`src/rtl/core/csp_pkg.sv`:
```
// ----------------------------------------------------------------------------
// csp_pkg
// Shared types, codes and helpers for the command stream parser.
// ----------------------------------------------------------------------------
package csp_pkg;

   // Field widths
   localparam int ByteW   = 8;
   localparam int PosW    = 16;
   localparam int KindW   = 3;
   localparam int PhaseW  = 2;
   localparam int ClassW  = 3;

   // Parser phase codes
   localparam logic [PhaseW-1:0] PH_OPCODE = 2'd0;
   localparam logic [PhaseW-1:0] PH_LENGTH = 2'd1;
   localparam logic [PhaseW-1:0] PH_ARGS   = 2'd2;
   localparam logic [PhaseW-1:0] PH_ENDED  = 2'd3;

   // Result kind codes
   localparam logic [KindW-1:0] K_HEADER    = 3'd0;
   localparam logic [KindW-1:0] K_AWAIT_LEN = 3'd1;
   localparam logic [KindW-1:0] K_ARG       = 3'd2;
   localparam logic [KindW-1:0] K_END       = 3'd3;
   localparam logic [KindW-1:0] K_TRUNC     = 3'd4;
   localparam logic [KindW-1:0] K_IGNORED   = 3'd5;

   // Opcode classes (top three bits of the opcode)
   localparam logic [ClassW-1:0] CLS_NONE = 3'h0;  // 0x00
   localparam logic [ClassW-1:0] CLS_2    = 3'h1;  // 0x20
   localparam logic [ClassW-1:0] CLS_4    = 3'h2;  // 0x40
   localparam logic [ClassW-1:0] CLS_8    = 3'h3;  // 0x60
   localparam logic [ClassW-1:0] CLS_12   = 3'h4;  // 0x80
   localparam logic [ClassW-1:0] CLS_16   = 3'h5;  // 0xa0
   localparam logic [ClassW-1:0] CLS_LEN  = 3'h6;  // 0xc0
   localparam logic [ClassW-1:0] CLS_END  = 3'h7;  // 0xe0

   // Parser state carried between bytes
   typedef struct packed {
      logic [PosW-1:0]   position;
      logic [PhaseW-1:0] phase;
      logic [ByteW-1:0]  args_left;
      logic [ByteW-1:0]  arg_counter;
      logic [ByteW-1:0]  current_opcode;
      logic [ByteW-1:0]  current_count;
   } parse_state_type;

   // One classified result
   typedef struct packed {
      logic [KindW-1:0] kind;
      logic [ByteW-1:0] opcode_value;
      logic [ByteW-1:0] arg_count;
      logic [ByteW-1:0] arg_byte;
      logic [ByteW-1:0] arg_index;
      logic             last_of_command;
   } result_type;

   // Fixed argument count of an opcode class
   function automatic logic [ByteW-1:0] class_arg_count(input logic [ClassW-1:0] cls);
      logic [ByteW-1:0] n;
      case (cls)
         CLS_2:   n = 8'd2;
         CLS_4:   n = 8'd4;
         CLS_8:   n = 8'd8;
         CLS_12:  n = 8'd12;
         CLS_16:  n = 8'd16;
         default: n = 8'd0;
      endcase
      return n;
   endfunction

endpackage

```
`src/rtl/core/csp_if.sv`:
```
// ----------------------------------------------------------------------------
// csp_if
// Valid/ready channel interfaces for the command stream parser.
// ----------------------------------------------------------------------------

// Command byte channel
interface csp_req_if;
   logic       valid;
   logic       ready;
   logic [7:0] data_byte;
   logic       first_of_buffer;

   modport source (output valid, output data_byte, output first_of_buffer, input ready);
   modport sink   (input valid, input data_byte, input first_of_buffer, output ready);
endinterface

// Classified result channel
interface csp_rsp_if;
   logic       valid;
   logic       ready;
   logic [2:0] kind;
   logic [7:0] opcode_value;
   logic [7:0] arg_count;
   logic [7:0] arg_byte;
   logic [7:0] arg_index;
   logic       last_of_command;

   modport source (output valid, output kind, output opcode_value, output arg_count,
                   output arg_byte, output arg_index, output last_of_command,
                   input ready);
   modport sink   (input valid, input kind, input opcode_value, input arg_count,
                   input arg_byte, input arg_index, input last_of_command,
                   output ready);
endinterface

// Buffer length register write channel
interface csp_csr_if;
   logic        valid;
   logic        ready;
   logic [15:0] data;

   modport source (output valid, output data, input ready);
   modport sink   (input valid, input data, output ready);
endinterface

```
`src/rtl/core/command_stream_parser_top.sv`:
```
// ----------------------------------------------------------------------------
// command_stream_parser_top
// Byte-serial parser of opcode-plus-argument command buffers.
// ----------------------------------------------------------------------------
// One command byte is taken per clock while the result register can load, and each byte gives exactly one
// classified result, which appears on the result channel on the cycle after
// the byte is taken. The parser state (position, phase, argument counters)
// updates in the same cycle the byte is taken, and a one-entry result
// register lets a new byte in whenever the held result is empty or is being
// taken, so a steady stream runs at one byte per cycle. The buffer length
// register is written through the csr channel, which is always ready, and
// should be written only while no byte is in flight.
// ----------------------------------------------------------------------------
module command_stream_parser_top
   import csp_pkg::*;
(
   input  logic      clock,
   input  logic      reset,
   csp_req_if.sink   req,
   csp_rsp_if.source rsp,
   csp_csr_if.sink   csr
);

   parse_state_type state_ff;
   parse_state_type state_in;
   logic [PosW-1:0] buf_len_ff;
   result_type      step_result;
   logic            can_load;
   logic            accept;

   // Buffer length register
   assign csr.ready = 1'b1;

   always_ff @(posedge clock) begin
      if (reset) begin
         buf_len_ff <= '0;
      end else if (csr.valid) begin
         buf_len_ff <= csr.data;
      end
   end

   // Input handshake
   assign req.ready = can_load;
   assign accept    = req.valid && can_load;

   // Per-byte parse logic
   csp_step u_step (
      .cur_state       (state_ff),
      .buf_len         (buf_len_ff),
      .data_byte       (req.data_byte),
      .first_of_buffer (req.first_of_buffer),
      .nxt_state       (state_in),
      .result          (step_result)
   );

   // Parser state; all-zero is the expect-opcode phase
   always_ff @(posedge clock) begin
      if (reset) begin
         state_ff <= '0;
      end else if (accept) begin
         state_ff <= state_in;
      end
   end

   // Result register
   csp_out_reg u_out_reg (
      .clock     (clock),
      .reset     (reset),
      .load      (accept),
      .load_data (step_result),
      .can_load  (can_load),
      .rsp       (rsp)
   );

endmodule

```
`src/rtl/core/csp_step.sv`:
```
// ----------------------------------------------------------------------------
// csp_step
// Next-state and result logic for one command byte.
// ----------------------------------------------------------------------------
module csp_step
   import csp_pkg::*;
(
   input  parse_state_type  cur_state,
   input  logic [PosW-1:0]  buf_len,
   input  logic [ByteW-1:0] data_byte,
   input  logic             first_of_buffer,
   output parse_state_type  nxt_state,
   output result_type       result
);

   parse_state_type   base;
   logic [PosW-1:0]   pos_inc;
   logic              room;
   logic [ClassW-1:0] cls;
   logic              do_start;
   logic [ByteW-1:0]  start_n;
   logic [ByteW-1:0]  left_dec;
   logic [PosW:0]     end_pos;

   always_comb begin
      // Restart clears state before the byte is parsed
      if (first_of_buffer) begin
         base = '0;
         base.phase = PH_OPCODE;
      end else begin
         base = cur_state;
      end

      nxt_state = base;
      result    = '0;
      do_start  = 1'b0;
      start_n   = '0;
      pos_inc   = base.position + 16'd1;
      room      = base.position < buf_len;
      cls       = data_byte[ByteW-1 -: ClassW];
      left_dec  = base.args_left - 8'd1;

      case (base.phase)
         PH_OPCODE: begin
            if (!room) begin
               nxt_state.phase = PH_ENDED;
               result.kind     = K_END;
            end else begin
               nxt_state.position       = pos_inc;
               nxt_state.current_opcode = data_byte;
               nxt_state.current_count  = '0;
               result.opcode_value      = data_byte;
               if (data_byte == '0 || cls == CLS_END) begin
                  nxt_state.phase        = PH_ENDED;
                  result.kind            = K_END;
                  result.last_of_command = 1'b1;
               end else if (cls == CLS_LEN) begin
                  if (pos_inc >= buf_len) begin
                     nxt_state.phase = PH_ENDED;
                     result.kind     = K_TRUNC;
                  end else begin
                     nxt_state.phase = PH_LENGTH;
                     result.kind     = K_AWAIT_LEN;
                  end
               end else begin
                  do_start = 1'b1;
                  start_n  = class_arg_count(cls);
               end
            end
         end
         PH_LENGTH: begin
            result.opcode_value = base.current_opcode;
            if (!room) begin
               nxt_state.phase = PH_ENDED;
               result.kind     = K_TRUNC;
            end else begin
               nxt_state.position = pos_inc;
               do_start           = 1'b1;
               start_n            = data_byte;
            end
         end
         PH_ARGS: begin
            result.opcode_value = base.current_opcode;
            result.arg_count    = base.current_count;
            if (!room) begin
               nxt_state.phase = PH_ENDED;
               result.kind     = K_TRUNC;
            end else begin
               nxt_state.position    = pos_inc;
               nxt_state.arg_counter = base.arg_counter + 8'd1;
               nxt_state.args_left   = left_dec;
               if (left_dec == '0) begin
                  nxt_state.phase = PH_OPCODE;
               end
               result.kind            = K_ARG;
               result.arg_byte        = data_byte;
               result.arg_index       = base.arg_counter;
               result.last_of_command = (left_dec == '0);
            end
         end
         default: begin
            result.kind = K_IGNORED;
         end
      endcase

      // Header with a known count: check the arguments fit in the buffer
      end_pos = {1'b0, pos_inc} + {{(PosW + 1 - ByteW){1'b0}}, start_n};
      if (do_start) begin
         nxt_state.current_count = start_n;
         result.arg_count        = start_n;
         if (end_pos > {1'b0, buf_len}) begin
            nxt_state.phase = PH_ENDED;
            result.kind     = K_TRUNC;
         end else begin
            nxt_state.args_left    = start_n;
            nxt_state.arg_counter  = '0;
            nxt_state.phase        = (start_n == '0) ? PH_OPCODE : PH_ARGS;
            result.kind            = K_HEADER;
            result.last_of_command = (start_n == '0);
         end
      end
   end

endmodule

```
`src/rtl/core/csp_out_reg.sv`:
```
// ----------------------------------------------------------------------------
// csp_out_reg
// Result register with valid/ready toward the result channel.
// ----------------------------------------------------------------------------
module csp_out_reg
   import csp_pkg::*;
(
   input  logic       clock,
   input  logic       reset,
   input  logic       load,
   input  result_type load_data,
   output logic       can_load,
   csp_rsp_if.source  rsp
);

   logic       valid_ff;
   logic       valid_in;
   result_type data_ff;

   // Free when empty or when the held transaction leaves this cycle
   assign can_load = !valid_ff || rsp.ready;
   assign valid_in = load || (valid_ff && !rsp.ready);

   always_ff @(posedge clock) begin
      if (reset) begin
         valid_ff <= 1'b0;
      end else begin
         valid_ff <= valid_in;
      end
   end

   always_ff @(posedge clock) begin
      if (load) begin
         data_ff <= load_data;
      end
   end

   assign rsp.valid           = valid_ff;
   assign rsp.kind            = data_ff.kind;
   assign rsp.opcode_value    = data_ff.opcode_value;
   assign rsp.arg_count       = data_ff.arg_count;
   assign rsp.arg_byte        = data_ff.arg_byte;
   assign rsp.arg_index       = data_ff.arg_index;
   assign rsp.last_of_command = data_ff.last_of_command;

endmodule
```
`src/flat_wrapper.sv`:
```
// flat-port wrapper written by rule: the top's interface ports become plain ports
module command_stream_parser_top_flat import csp_pkg::*;
  (clock, reset, req_valid, req_data_byte, req_first_of_buffer, req_ready, rsp_valid, rsp_kind, rsp_opcode_value, rsp_arg_count, rsp_arg_byte, rsp_arg_index, rsp_last_of_command, rsp_ready, csr_valid, csr_data, csr_ready);
  csp_req_if req_i ();
  csp_rsp_if rsp_i ();
  csp_csr_if csr_i ();
  input  logic clock;
  input  logic reset;
  input wire logic [$bits(req_i.valid)-1:0] req_valid;
  input wire logic [$bits(req_i.data_byte)-1:0] req_data_byte;
  input wire logic [$bits(req_i.first_of_buffer)-1:0] req_first_of_buffer;
  output wire logic [$bits(req_i.ready)-1:0] req_ready;
  output wire logic [$bits(rsp_i.valid)-1:0] rsp_valid;
  output wire logic [$bits(rsp_i.kind)-1:0] rsp_kind;
  output wire logic [$bits(rsp_i.opcode_value)-1:0] rsp_opcode_value;
  output wire logic [$bits(rsp_i.arg_count)-1:0] rsp_arg_count;
  output wire logic [$bits(rsp_i.arg_byte)-1:0] rsp_arg_byte;
  output wire logic [$bits(rsp_i.arg_index)-1:0] rsp_arg_index;
  output wire logic [$bits(rsp_i.last_of_command)-1:0] rsp_last_of_command;
  input wire logic [$bits(rsp_i.ready)-1:0] rsp_ready;
  input wire logic [$bits(csr_i.valid)-1:0] csr_valid;
  input wire logic [$bits(csr_i.data)-1:0] csr_data;
  output wire logic [$bits(csr_i.ready)-1:0] csr_ready;
  assign req_i.valid = req_valid;
  assign req_i.data_byte = req_data_byte;
  assign req_i.first_of_buffer = req_first_of_buffer;
  assign req_ready = req_i.ready;
  assign rsp_valid = rsp_i.valid;
  assign rsp_kind = rsp_i.kind;
  assign rsp_opcode_value = rsp_i.opcode_value;
  assign rsp_arg_count = rsp_i.arg_count;
  assign rsp_arg_byte = rsp_i.arg_byte;
  assign rsp_arg_index = rsp_i.arg_index;
  assign rsp_last_of_command = rsp_i.last_of_command;
  assign rsp_i.ready = rsp_ready;
  assign csr_i.valid = csr_valid;
  assign csr_i.data = csr_data;
  assign csr_ready = csr_i.ready;
  command_stream_parser_top u_core (.clock(clock), .reset(reset), .req(req_i), .rsp(rsp_i), .csr(csr_i));
endmodule
```
`config.mk`:
```
export PLATFORM = sky130hd
export DESIGN_NAME = command_stream_parser_top_flat
export DESIGN_NICKNAME = d
export VERILOG_FILES = /design/src/rtl/core/csp_pkg.sv /design/src/rtl/core/csp_if.sv /design/src/rtl/core/command_stream_parser_top.sv /design/src/rtl/core/csp_step.sv /design/src/rtl/core/csp_out_reg.sv /design/src/flat_wrapper.sv
export SDC_FILE = /design/constraint.sdc
export NUM_CORES = 1
export LEC_CHECK = 0
export BUFFER_PORTS_ARGS = -buffer_cell sky130_fd_sc_hd__buf_2
export CAP_MARGIN = 10
export CORE_MARGIN = 1.5
export CORE_UTILIZATION = 32
export CTS_CLUSTER_DIAMETER = 150
export DETAILED_ROUTE_END_ITERATION = 16
export PLACE_DENSITY = 0.61
export RECOVER_POWER = 25
export SYNTH_ARGS = -nofsm -noshare
export SYNTH_HDL_FRONTEND = slang
export SYNTH_SLANG_ARGS = --single-unit
```
`constraint.sdc`:
```
create_clock -name clock -period 7 [get_ports clock]
set_clock_uncertainty 0.1 [all_clocks]
set_input_delay 0.7 -clock clock [delete_from_list [all_inputs] [get_ports clock]]
set_output_delay 0.7 -clock clock [all_outputs]
set_load 0.005 [all_outputs]
```
### Word level (Yosys, flattened, before mapping)

Cells that the tools add are included.

* order comparisons: 3
* reduce and logical (&&, ||, !) cells: 13
* $add $sub $neg: 4
* mux-type cells: 48
* equal/unequal tests: 9

Operator list (count)
* $mux W16: 6
* $pmux W18 S3: 1
* $mux W50: 1
* $mux W8: 6
* $pmux W8 S2: 2
* $pmux W5 S5: 1
* $logic_not A8 Y1: 3
* $mux W24: 1
* $mux W3: 8
* $mux W18: 1
* $mux W2: 9
* $add A16 B8 Y17: 1
* $gt A17 B16 Y1: 1
* $mux W17: 1
* $add A16 B1 Y16 const B: 1
* $ge A16 B16 Y1: 1
* $lt A16 B16 Y1: 1
* $eq A3 B3 Y1 const B: 4
* $pmux W3 S3: 1
* $add A8 B1 Y8 const B: 1
* $mux W1: 8
* $sub A8 B1 Y8 const B: 1
* $eq A3 B2 Y1 const B: 2
* $pmux W1 S2: 2
* other kinds (9): 13

* register bits after elaboration: 103
* input bits: 30
* word-level logic and storage cells: 91
* output and inout bits: 39

### Logic depth before layout (Yosys ltp)

* depth after elaboration: 10
* mapped depth: 33
* gate-level depth less buffers: 27

### Modules after synthesis

Synthesis repeated with hierarchy kept, for this count alone.

* cell total of the unflattened synthesis: 909
* area total of the unflattened synthesis: 8091.5 um2

By module, submodules not included
* csp_step: times used 1, sequential area each 0.0 um2, area each 4042.6 um2, cells each 587
* command_stream_parser_top: times used 1, sequential area each 1321.3 um2, area each 2921.6 um2, cells each 282
* csp_out_reg: times used 1, sequential area each 1101.1 um2, area each 1127.3 um2, cells each 40

### Least setup slack after synthesis

No wires, ideal clock.

* kind: input -> register
* start point: input req_first_of_buffer
* end point: register u_core.state_ff[30] (netlist name)
* library setup time: 0.091 ns
* data required time: 6.809 ns
* stages: 31
* path buffers: 6
* slack: 0.078 ns
* arrival time: 6.731 ns
* cells stage by stage: clkbuf_1 -> clkbuf_1 -> clkbuf_1 -> clkbuf_1 -> nor2b_1 -> ha_1 -> nand2_1 -> a21o_1 -> a2111o_1 -> o21ai_1 -> buf_2 -> nor3_1 -> and3_1 -> ha_1 -> fa_1 -> a21oi_1 -> a2bb2oi_1 -> nand3_1 -> and4_1 -> nand2_1 -> nor4_1 -> xor2_1 -> ha_1 -> nand4_1 -> nor3_1 -> a21oi_1 -> a211oi_1 -> and2_4 -> buf_2 -> nand2_1 -> a311oi_1

* word-level cells in the longest chain between the ends: 8
* elaborated cells on any way between the ends: 19
* those cells by class: 3 x add/sub; 2 x order compare; 2 x eq/ne; 11 x mux; 1 x reduce/logical

Ends and longest elaborated chain
* start: declaration: line flat_wrapper.sv:11 `input wire logic [$bits(req_i.first_of_buffer)-1:0] req_first_of_buffer;`
* $mux W50 *: line csp_step.sv:27 `if (first_of_buffer) begin`
* $lt A16 B16 Y1: line csp_step.sv:39 `room = base.position < buf_len;`
* $mux W8 (on tied branches): line csp_step.sv:73, csp_step.sv:45
* $pmux W8 S2: line csp_step.sv:43 `case (base.phase)`
* $add A16 B8 Y17: line csp_step.sv:107 `end_pos = {1'b0, pos_inc} + {{(PosW + 1 - ByteW){1'b0}}, start_n};`
* $gt A17 B16 Y1: line csp_step.sv:111 `if (end_pos > {1'b0, buf_len}) begin`
* $mux W16: line csp_step.sv:111
* $mux W18 *: line csp_step.sv:108 `if (do_start) begin`
* end signal: assignment: line command_stream_parser_top.sv:61 `state_ff <= state_in;`
* end: declaration: line command_stream_parser_top.sv:24 `parse_state_type state_ff;`

Every way passes the cells marked *; elsewhere a longest branch is shown, timed or not.
A chain may end at the register's enable or synchronous reset.

### Worst setup path after layout

* start point: input req_first_of_buffer
* end point: register u_core.state_ff[29] (netlist name)

Same word-level chain as after synthesis.

==> impl_metrics.csv <==
group,metric,value,unit
status,status,"complete, no violations",
yosys,synthCells,782,
cts,cts_resized,0,
detailed_routing,drt_pass1_iterations,5,
finish,layout_common_cells,"nor2_1, dfxtp_1, ha_1, buf_2, inv_1",
global_route,grt_pass1_wl,29.97,mm
finish,diodes,0,
cts,htreeDepth,3,
cts,cts_root_buf,"clkbuf_16",
finish,layout-drive-gt1-share,12.41,%
sta,layout_min_cycle_time,6.417,ns
yosys,ys_warn_count,0,
setup_path,worstPathRequired,7.17,ns
yosys,ys_async_sr_fraction,0,%
detailed_routing,num_vias,6132,
global_route,antenna_found_initial,0,
placement,io_buffers,67,
sta,worstMarginPinSlew,0.9340,ns
power_and_ir_drop,leakage,3.382,nW
sta,rsz0062_at_grt,"false",
die,rows,53,
finish,final_nets,934,
yosys,syn_area,0.006920,mm^2
placement,dpl_cell_area,0.007589,mm^2
power_and_ir_drop,clockPowerShare,34.3,%
yosys,yosysSeqAreaShare,35.00,%
cts,clock_latency,0.36,ns
yosys,postSynthAreaPerCell,8.850,um^2
die,core_area,0.02109,mm^2
placement,place.gp.congestion,0.9430,
global_route,grt_pass1_vias,5600,
sta,setup-violations-final,0,
cts,cts_tree,"yes",
sta,drv_slew,0,
sta,whs,0.3572,ns
power_and_ir_drop,p_switching,0.0005077,W
cts,cts_max_path_buffers,2,
detailed_routing,drtIter0Drc,478,
cts,clk_pin_slew,0.08,ns
die,die-area,0.02252,mm^2
setup_path,arrival,6.59,ns
global_route,grt_start_max_net_pins,53,
power_and_ir_drop,intPower,0.001078,W
cts,post_cts_buffers,0,
power_and_ir_drop,power_density,200.8,mW/mm^2
cts,cts-buffers-inserted,9,
setup_path,critical_path.endpoint_type,"flip-flop",
sta,setup_slack,0.5825,ns
sta,finalHoldViolCount,0,
detailed_routing,viasPerCell,5.470,
cts,holdBufCountCts,0,
flow_run,max-cap-violations,0,
finish,finalInstanceArea,0.007896,mm^2
yosys,synth_seq_cells,103,
placement,post-place-ws,-0.2483,ns
yosys,synth_cell_types,76,
power_and_ir_drop,swShare,32.02,%
detailed_routing,drc_errors,0,
detailed_routing,wire_per_inst,16.58,um
die,die_x,150.1,um
die,pin_count,69,
hold_path,hold_class,"flip-flop to flip-flop",
finish,area_growth_syn_to_layout,14.10,%
sta,fmax,0.1558,GHz
die,start_util,32.82,%
sta,fin_crit_sh,91.68,%
setup_path,cp-start-kind,"input port",
power_and_ir_drop,finalPower,0.001586,W
finish,mostFrequentLayoutCell,"nor2_1",
cts,cts.sinks,103,
die,fp.dieH,150.1,um
power_and_ir_drop,combPwrFrac,22.7,%
global_route,grt_overflow,0,
setup_path,critical_path_class,"input port to flip-flop",
yosys,synth_edf_count,36,
sta,slew_headroom,37.50,%
global_route,track_usage,16.93,%
detailed_routing,antenna_left,0,
power_and_ir_drop,power.share.sequential,43.0,%
placement,hpwl,13.78,mm
setup_path,critPathMaxFanout,17,
finish,final_util,37.45,%
detailed_routing,routed_wl,18.58,mm
yosys,synth_nets,875,
power_and_ir_drop,irDropWorstVdd,0.0001176,V
yosys,synth_ff_type,"dfxtp_1",
-- cells in the mapped netlist (all sizes together) (5+ instances only) --
| master | number | area share [%] |
|---|---|---|
| a22oi | 28 | 3.0 |
| nand2 | 36 | 2.0 |
| ha | 62 | 11 |
| nor4 | 13 | 1.4 |
| a31oi | 8 | 0.72 |
| nand3 | 24 | 1.7 |
| o21ai | 30 | 2.2 |
| xnor2 | 20 | 2.5 |
| and2 | 19 | 1.8 |
| edfxtp | 36 | 16 |
| a32oi | 6 | 0.76 |
| and3 | 6 | 0.54 |
| nor2b | 14 | 1.3 |
| nand4b | 6 | 0.85 |
| o21a | 9 | 0.98 |
| nor2 | 95 | 5.2 |
| nand2b | 17 | 1.5 |
| inv | 41 | 2.2 |
| xor2 | 16 | 2.2 |
| mux2i | 20 | 2.9 |
| o31ai | 7 | 0.83 |
| dfxtp | 67 | 19 |
| buf | 8 | 0.60 |
| a21oi | 30 | 2.2 |
| nor3 | 21 | 1.6 |
| a21o | 16 | 1.7 |
| clkbuf | 32 | 1.7 |
| a22o | 7 | 0.89 |
| o211ai | 5 | 0.54 |
| nand4 | 19 | 2.0 |
| a211oi | 7 | 0.76 |
-- registers in the layout (all words and copies together), names as in the netlist --
register                              flops
u_core.u_out_reg.rsp.kind                 3
u_core.u_out_reg.rsp.last_of_command      1
u_core.u_out_reg.rsp.arg_count            8
u_core.u_out_reg.rsp.valid                1
u_core.u_out_reg.rsp.arg_byte             8
u_core.state_ff                          50
u_core.u_out_reg.rsp.arg_index            8
u_core.u_out_reg.rsp.opcode_value         8
u_core.buf_len_ff                        16
-- critical path, stage by stage --
cell       delay [ns]
buf_2            0.25
buf_4            0.20
nand2b_1         0.18
inv_1            0.07
ha_1             0.29
nand3_1          0.07
a21o_1           0.15
a21oi_1          0.40
nor3_1           0.18
and3_1           0.27
ha_1             0.23
fa_1             0.40
a21oi_1          0.20
a2bb2oi_1        0.29
nand3_1          0.15
and4_1           0.25
nand2_1          0.10
nor4_1           0.06
xor2_1           0.17
ha_1             0.31
nand4_1          0.12
nor3_1           0.26
a21oi_1          0.14
a211oi_2         0.43
and2_4           0.34
nand2_1          0.12
a311oi_1         0.25
-- layout make-up --
cell class	instances	area (um^2)
Clock buffer	9	225.2
Timing Repair Buffer	88	465.4
Clock inverter	7	90.09
Inverter	43	161.4
Sequential cell	103	2422
Fill cell	2207	13190
Multi-Input combinational cell	596	4188
Tap cell	275	344.1
-- final timing paths --
path,depth (start not counted),slack [ns],to,from
worst max register to register,24,0.71,u_core.state_ff[29]$_SDFFE_PP0P_,u_core.state_ff[44]$_SDFFE_PP0P_
worst min-delay path,2,0.36,u_core.state_ff[33]$_SDFFE_PP0P_,u_core.state_ff[33]$_SDFFE_PP0P_
worst min register to register,2,0.36,u_core.state_ff[33]$_SDFFE_PP0P_,u_core.state_ff[33]$_SDFFE_PP0P_
worst max-delay path,27,0.58,u_core.state_ff[29]$_SDFFE_PP0P_,req_first_of_buffer
-- metal layers --
metal  up-vias  routed length, um  GRT usage (%)
li1       2984                  -              -
met1      2916               8951          24.64
met2       219               8198          25.39
met3        13               1256          3.293
met4         0                175          4.314
met5         -                  0              0
-- per-stage QoR --
stage	TNS, ns	cells
2_1_floorplan	0	782
3_3_place_gp	-1.492	1104
3_5_place_dp	-2.770	1104
4_1_cts	0	1120
5_1_grt	0	1121
6_report	0	1121
-- logic make-up after synthesis --
logic type	count (synthesis)	synth area share, %
buffers and inverters	83	4.665
other	1	0.05419
adders and majority gates	63	11.50
muxes	20	2.893
and+or+nand+nor	290	22.37
DFF	103	35.00
xor gates and xnor gates	36	4.773
AOI/OAI and AO/OA	186	18.75
-- power groups by stage --
stage	logic (W)	registers, W	clock network (W)
after floorplan	0.000236	0.000695	0
after global placement	0.000355	0.000695	0
after detailed placement	0.000355	0.000696	0
after CTS	0.000357	0.000682	0.000555
after global routing	0.000399	0.000687	0.000579
final	0.000360	0.000682	0.000544
Note: power is estimated with default switching activity, not from simulation.
